===== src/design/ffse_pkg.sv =====
`timescale 1ns / 1ps
`default_nettype none
// ----------------------------------------------------------------------------
// ffse_pkg
// Shared types, codes and helpers for the FIRST/FOLLOW set engine.
// ----------------------------------------------------------------------------
package ffse_pkg;

   localparam int MAX_SYMBOLS_DEF  = 256;
   localparam int NONTERMINALS_DEF = 26;
   localparam int TERMINALS        = 32;

   localparam logic [4:0] START_RESET = 5'd18;
   localparam logic [4:0] END_RESET   = 5'd31;

   localparam logic [1:0] OP_LOAD    = 2'd0;
   localparam logic [1:0] OP_COMPUTE = 2'd1;
   localparam logic [1:0] OP_CLEAR   = 2'd2;

   localparam logic [1:0] KIND_TERM    = 2'd0;
   localparam logic [1:0] KIND_NONTERM = 2'd1;

   localparam logic [1:0] REG_START_SYMBOL = 2'd0;
   localparam logic [1:0] REG_END_MARKER   = 2'd1;

   typedef struct packed {
      logic       rule_end;
      logic [4:0] index;
      logic [1:0] kind;
      logic [4:0] lhs;
   } entry_type;

   typedef enum logic [3:0] {
      ST_IDLE,
      ST_F_INIT,
      ST_F_CHECK,
      ST_F_READ,
      ST_F_SYM,
      ST_F_COMMIT,
      ST_MARK,
      ST_W_CHECK,
      ST_W_FREAD,
      ST_W_FSYM,
      ST_W_TRAIL,
      ST_W_BREAD,
      ST_W_BSYM,
      ST_W_NEXT,
      ST_EMIT
   } state_type;

   typedef enum logic [3:0] {
      DP_NOP,
      DP_ACCEPT,
      DP_INIT,
      DP_PASS,
      DP_READ,
      DP_F_SYM,
      DP_F_COMMIT,
      DP_MARK,
      DP_W_FSYM,
      DP_W_TRAIL,
      DP_W_BSYM,
      DP_W_NEXT,
      DP_EMIT
   } dp_op_type;

   typedef struct packed {
      dp_op_type op;
   } cmd_type;

   typedef struct packed {
      logic pos_at_count;
      logic count_zero;
      logic changed;
      logic sym_end;
      logic pos_at_start;
      logic lhs_ok;
      logic emit_last;
      logic out_free;
   } status_type;

   function automatic logic [31:0] term_bit(input logic [4:0] t);
      logic [31:0] r;
      r = '0;
      if (32'(t) < TERMINALS) begin
         r[t] = 1'b1;
      end
      return r;
   endfunction

endpackage
`default_nettype wire


===== src/design/ffse_ctrl.sv =====
`timescale 1ns / 1ps
`default_nettype none
// ----------------------------------------------------------------------------
// ffse_ctrl
// Sequencer: walks FIRST passes, FOLLOW passes and result emission.
// ----------------------------------------------------------------------------
module ffse_ctrl (
   input  wire logic                clock,
   input  wire logic                reset,
   input  wire logic                req_valid,
   input  wire logic [1:0]          req_operation,
   output      logic                req_ready,
   input  wire ffse_pkg::status_type status,
   output      ffse_pkg::cmd_type    cmd
);

   ffse_pkg::state_type state_ff, state_in;

   always_ff @(posedge clock) begin
      if (reset) begin
         state_ff <= ffse_pkg::ST_IDLE;
      end else begin
         state_ff <= state_in;
      end
   end

   always_comb begin
      state_in = state_ff;
      case (state_ff)
         ffse_pkg::ST_IDLE: begin
            if (req_valid && req_operation == ffse_pkg::OP_COMPUTE) begin
               state_in = ffse_pkg::ST_F_INIT;
            end
         end
         ffse_pkg::ST_F_INIT:  state_in = ffse_pkg::ST_F_CHECK;
         ffse_pkg::ST_F_CHECK: begin
            state_in = (status.changed && !status.count_zero) ?
                       ffse_pkg::ST_F_READ : ffse_pkg::ST_MARK;
         end
         ffse_pkg::ST_F_READ: state_in = ffse_pkg::ST_F_SYM;
         ffse_pkg::ST_F_SYM: begin
            state_in = status.sym_end ? ffse_pkg::ST_F_COMMIT : ffse_pkg::ST_F_READ;
         end
         ffse_pkg::ST_F_COMMIT: begin
            state_in = status.pos_at_count ? ffse_pkg::ST_F_CHECK : ffse_pkg::ST_F_READ;
         end
         ffse_pkg::ST_MARK:    state_in = ffse_pkg::ST_W_CHECK;
         ffse_pkg::ST_W_CHECK: begin
            state_in = (status.changed && !status.count_zero) ?
                       ffse_pkg::ST_W_FREAD : ffse_pkg::ST_EMIT;
         end
         ffse_pkg::ST_W_FREAD: state_in = ffse_pkg::ST_W_FSYM;
         ffse_pkg::ST_W_FSYM: begin
            state_in = status.sym_end ? ffse_pkg::ST_W_TRAIL : ffse_pkg::ST_W_FREAD;
         end
         ffse_pkg::ST_W_TRAIL: begin
            state_in = status.lhs_ok ? ffse_pkg::ST_W_BREAD : ffse_pkg::ST_W_NEXT;
         end
         ffse_pkg::ST_W_BREAD: state_in = ffse_pkg::ST_W_BSYM;
         ffse_pkg::ST_W_BSYM: begin
            state_in = status.pos_at_start ? ffse_pkg::ST_W_NEXT : ffse_pkg::ST_W_BREAD;
         end
         ffse_pkg::ST_W_NEXT: begin
            state_in = status.pos_at_count ? ffse_pkg::ST_W_CHECK : ffse_pkg::ST_W_FREAD;
         end
         ffse_pkg::ST_EMIT: begin
            if (status.out_free && status.emit_last) begin
               state_in = ffse_pkg::ST_IDLE;
            end
         end
         default: state_in = ffse_pkg::ST_IDLE;
      endcase
   end

   always_comb begin
      req_ready = 1'b0;
      cmd.op    = ffse_pkg::DP_NOP;
      case (state_ff)
         ffse_pkg::ST_IDLE: begin
            req_ready = 1'b1;
            if (req_valid) begin
               cmd.op = ffse_pkg::DP_ACCEPT;
            end
         end
         ffse_pkg::ST_F_INIT:   cmd.op = ffse_pkg::DP_INIT;
         ffse_pkg::ST_F_CHECK:  cmd.op = ffse_pkg::DP_PASS;
         ffse_pkg::ST_F_READ:   cmd.op = ffse_pkg::DP_READ;
         ffse_pkg::ST_F_SYM:    cmd.op = ffse_pkg::DP_F_SYM;
         ffse_pkg::ST_F_COMMIT: cmd.op = ffse_pkg::DP_F_COMMIT;
         ffse_pkg::ST_MARK:     cmd.op = ffse_pkg::DP_MARK;
         ffse_pkg::ST_W_CHECK:  cmd.op = ffse_pkg::DP_PASS;
         ffse_pkg::ST_W_FREAD:  cmd.op = ffse_pkg::DP_READ;
         ffse_pkg::ST_W_FSYM:   cmd.op = ffse_pkg::DP_W_FSYM;
         ffse_pkg::ST_W_TRAIL:  cmd.op = ffse_pkg::DP_W_TRAIL;
         ffse_pkg::ST_W_BREAD:  cmd.op = ffse_pkg::DP_READ;
         ffse_pkg::ST_W_BSYM:   cmd.op = ffse_pkg::DP_W_BSYM;
         ffse_pkg::ST_W_NEXT:   cmd.op = ffse_pkg::DP_W_NEXT;
         ffse_pkg::ST_EMIT: begin
            if (status.out_free) begin
               cmd.op = ffse_pkg::DP_EMIT;
            end
         end
         default: cmd.op = ffse_pkg::DP_NOP;
      endcase
   end

endmodule
`default_nettype wire


===== config.mk =====
export PLATFORM = sky130hd
export DESIGN_NAME = ffse_ctrl
export DESIGN_NICKNAME = d
export VERILOG_FILES = /design/src/design/ffse_pkg.sv /design/src/design/ffse_ctrl.sv
export SDC_FILE = /design/constraint.sdc
export NUM_CORES = 1
export LEC_CHECK = 0
export ABC_AREA = 1
export BUFFER_PORTS_ARGS = -buffer_cell sky130_fd_sc_hd__buf_2
export CAP_MARGIN = 20
export CORE_AREA = 5 5 42 44
export DETAILED_ROUTE_END_ITERATION = 10
export DIE_AREA = 0 0 47 49
export PLACE_DENSITY = 0.61
export SLEW_MARGIN = 25
export SYNTH_ARGS = -nofsm -noshare
export SYNTH_HDL_FRONTEND = slang
export SYNTH_SLANG_ARGS = --single-unit

===== constraint.sdc =====
create_clock -name clock -period 2.65 [get_ports clock]
set_input_delay 0.53 -clock clock [delete_from_list [all_inputs] [get_ports clock]]
set_output_delay 0.53 -clock clock [all_outputs]
set_load 0.005 [all_outputs]

Word-level counts from Yosys, hierarchy flattened

Cells that the tools add are included.

Register bits after elaboration: 4
Input port bits: 13
Output and inout port bits: 5
Word-level logic and storage cells: 41

Eq/ne operators: 17
Muxes and demuxes: 15
Reduce and logical (&&, ||, !) cells: 8

Operators by type and width:

| kind                                                | number |
|---|---|
| one-hot mux 4 bit (15 select lines)                 | 1 |
| one-hot mux 4 bit (12 select lines)                 | 1 |
| equality test 4 bit, second input constant          | 7 |
| equality test 4 x 3 -> 1 bit, second input constant | 4 |
| 2-to-1 mux 4 bit                                    | 4 |
| 2-to-1 mux 3 bit                                    | 5 |
| equality test 4 x 2 -> 1 bit, second input constant | 2 |
| equality test 4 x 1 -> 1 bit, second input constant | 1 |
| logical NOT 4 bit                                   | 1 |
| inequality test 2 bit, second input constant        | 2 |
| logical AND 1 bit                                   | 3 |
| 2-to-1 mux 1 bit                                    | 3 |
| OR reduction 3 bit                                  | 1 |
| equality test 2 x 1 -> 1 bit, second input constant | 1 |
| 2-to-1 mux 2 bit                                    | 1 |
| AND reduction 2 bit                                 | 1 |
| OR reduction 2 bit                                  | 1 |
| logical NOT 1 bit                                   | 1 |

Depth between registers and ports, before layout

Word-level depth: 4
Depth in mapped cells: 9
Gate-level depth less buffers: 9

Worst setup path after synthesis

OpenSTA, ideal clock, no wires.

Path kind: register to output
Start: register state_ff[2]
End: output cmd[0] in the netlist's numbering
Arrival: 0.892 ns
Required time: 2.120 ns
Setup slack: 1.228 ns
Stages on the path, launching flop included: 7
Path buffers: 0
Cell sequence: dfxtp_1 -> inv_2 -> nor2_4 -> nand2_2 -> nand3_1 -> a21oi_1 -> nand2_1

RTL lines:

| element                | RTL line        | source |
|---|---|---|
| from (decl)            | ffse_ctrl.sv:17 | `ffse_pkg::state_type state_ff, state_in;` |
| from (signal assigned) | ffse_ctrl.sv:21 | `state_ff <= ffse_pkg::ST_IDLE;` |
| from (signal assigned) | ffse_ctrl.sv:23 | `state_ff <= state_in;` |
| to (decl)              | ffse_ctrl.sv:14 | `output ffse_pkg::cmd_type cmd` |

==> metrics.txt <==
internal power=237.7 uW; PD cells=729.3 nW/um2; met1 GRT Util=17.94%; Sw Pwr=225.0 uW; Mean Syn Cell Area=5.279 um2; Initial Utilization=36.16%; Post-Syn Area=506.7 um2; Setup Skew=0.001668 ns; Inserted Diodes=0; Startpoint Class=flip-flop; die width=47 um; largest net degree at the start of global routing=8; drt wl/cell=10.55 um; routability congestion estimate=0.8360; most common cell after layout, fill and taps aside=nand2_1; Die Ht=49 um; f_max=526.8 MHz; Core Rows=14; Tcrit/Tclk final=71.63%; remaining global-route overflow=0; Cells after DPL=129; layout cells sized above 1=28.45%; H-tree depth=1; clk buf depth=2; residual DRC count=0; clock root buffer=clkbuf_4; sequential cell area=80.08 um2; Peak supply drop=0.3188 mV; critical path type=flip-flop to output pin; Core Footprint=1401 um2; clk slew on worst S/H paths=0.03 ns; biggest regs=state_ff (4); GRT Util Overall=13.78%; Final min period=1.898 ns; area grow syn2layout=25.19%; Comb power frac=60.9%; worst skew pair latency=0.23 ns; Routed WL=1393 um; setup slack on the worst flop-to-flop path=1.31 ns; Cell Count, Final, Fillers Out=132; vias in the first global route=600; WHS Path Cells=3; Port-buffer cells=17; sequential power share=23.4%; worst r2r path cells=7; number of flip-flops in the largest register=4; First DRT Iteration DRCs=25; count of cell types in the netlist=20; detailed placer's ending HPWL=1227 um; DR vias=661; Largest Register=state_ff; Least-Margin Pin Slew=0.2827 ns; Sw Share=48.63%; fill count=168; Worst Path Arrival=1.37 ns; antenna-violating nets left=0; Final Core Density=45.27%; Slew HR=81.13%; CTS tree=yes; setup TNS=0 ns; post-CTS setup buffers=0; Leakage=0.0003696 uW; NumNets Final=131; max-cap violations=0; GR peak layer=met2; Fin. Hold Viols=0; first-pass GRT wire length=2449 um; Crit path required time=2.12 ns; Final Max Slew Viols=0; post-synthesis cell count=96; Die Area=2303 um2; Seq cells post-synth=4; outcome=completed; CP Max Fanout=6; commonest non-fill, non-tap cells in the layout=nand2_1, buf_2, nor2_1; synthesis warning total=0; RSZ-0062 raised after global routing=false; first drt pass iteration count=4; # clock sinks=4; Top Ports=18; TritonCTS buffer count=3; met3 usage=2.214%; met2 usage=21.72%; multi-input logic area=362.8 um2; clock power share=15.6%; synthesized net count=109; hold buffer count at cts=0; Avg Vias per Cell=5.008; initial antenna violation count=0; post-CTS sizing=0; Worst Setup End Kind=output pin; register area share after synthesis=15.80%; Setup Viol. Count Final=0; HP Class=primary input to flip-flop
synth_stat cells:
cell type / instances / share of area (%)
o211ai_1: 1 / 1.5
nor2_2: 1 / 1.2
inv_1: 11 / 8.1
o2111ai_1: 1 / 1.7
nand2_1: 30 / 22
nand3b_1: 1 / 1.5
nand3_1: 9 / 8.9
nand4_1: 3 / 3.7
nor3_2: 1 / 2.0
o21ai_0: 1 / 0.99
a21oi_1: 2 / 2.0
o21ai_1: 2 / 2.0
nand2_2: 3 / 3.7
inv_2: 5 / 3.7
clkinv_1: 1 / 0.74
nor2_4: 3 / 6.7
dfxtp_1: 4 / 16
nor2_1: 15 / 11
o21a_1: 1 / 1.5
nor3_1: 1 / 0.99
kinds of logic (layout without fill, tap and decap cells):
logic type	count (synthesis)	in the layout	synth area share, %
and+or+nand+nor	67	67	61.98
AOI/OAI and AO/OA	8	8	9.630
DFF	4	4	15.80
buffers and inverters	17	37	12.59
critical path, stage by stage, from the launching register on:
cell	delay [ns]
dfxtp_1	0.44
inv_2	0.12
nor2_4	0.17
nand2_1	0.11
nand3_1	0.09
a21oi_1	0.05
nand2_1	0.06
buf_2	0.10
path summary, 6_finish.rpt:
path | start | to
setup / recovery | state_ff[3]$_SDFFE_PP0P_ | cmd[0]
hold / removal | reset | state_ff[0]$_SDFFE_PP0P_
setup reg to reg | state_ff[2]$_SDFFE_PP0P_ | state_ff[2]$_SDFFE_PP0P_
hold reg to reg | state_ff[2]$_SDFFE_PP0P_ | state_ff[2]$_SDFFE_PP0P_
power groups by stage:
| stage | clock network [uW] | logic, uW | registers, uW |
|---|---|---|---|
| 3_3_place_gp | 0 | 287 | 108 |
| 4_1_cts | 76.3 | 286 | 107 |
| 6_report | 72.4 | 282 | 108 |
| 3_5_place_dp | 0 | 285 | 109 |
| 2_1_floorplan | 0 | 197 | 103 |
| 5_1_grt | 80.5 | 329 | 112 |
layout make-up:
cell class,count,area share (%)
Tap cell,16,3.156
Timing Repair Buffer,17,13.41
Multi-Input combinational cell,75,57.20
Inverter,17,10.06
Clock buffer,3,3.550
Sequential cell,4,12.62
layer usage:
layer,share of wire (%),up-vias
li1,-,343
met1,40,288
met2,51,26
met3,8.3,4
met4,1.3,0
met5,0,-
stage by stage:
stage | total power [uW] | cell area, um2 | setup WS [ns] | hold slack [ns]
after floorplan | 300.1 | 506.7 | 1.228 | 0.5523
after global placement | 395.5 | 611.8 | 0.9971 | 0.5872
after detailed placement | 393.2 | 611.8 | 0.9982 | 0.5991
after CTS | 469.3 | 634.4 | 0.7446 | 0.5803
after global routing | 520.9 | 634.4 | 0.5921 | 0.5977
final | 462.6 | 634.4 | 0.7518 | 0.5804
(Power assumes the default switching activity.)
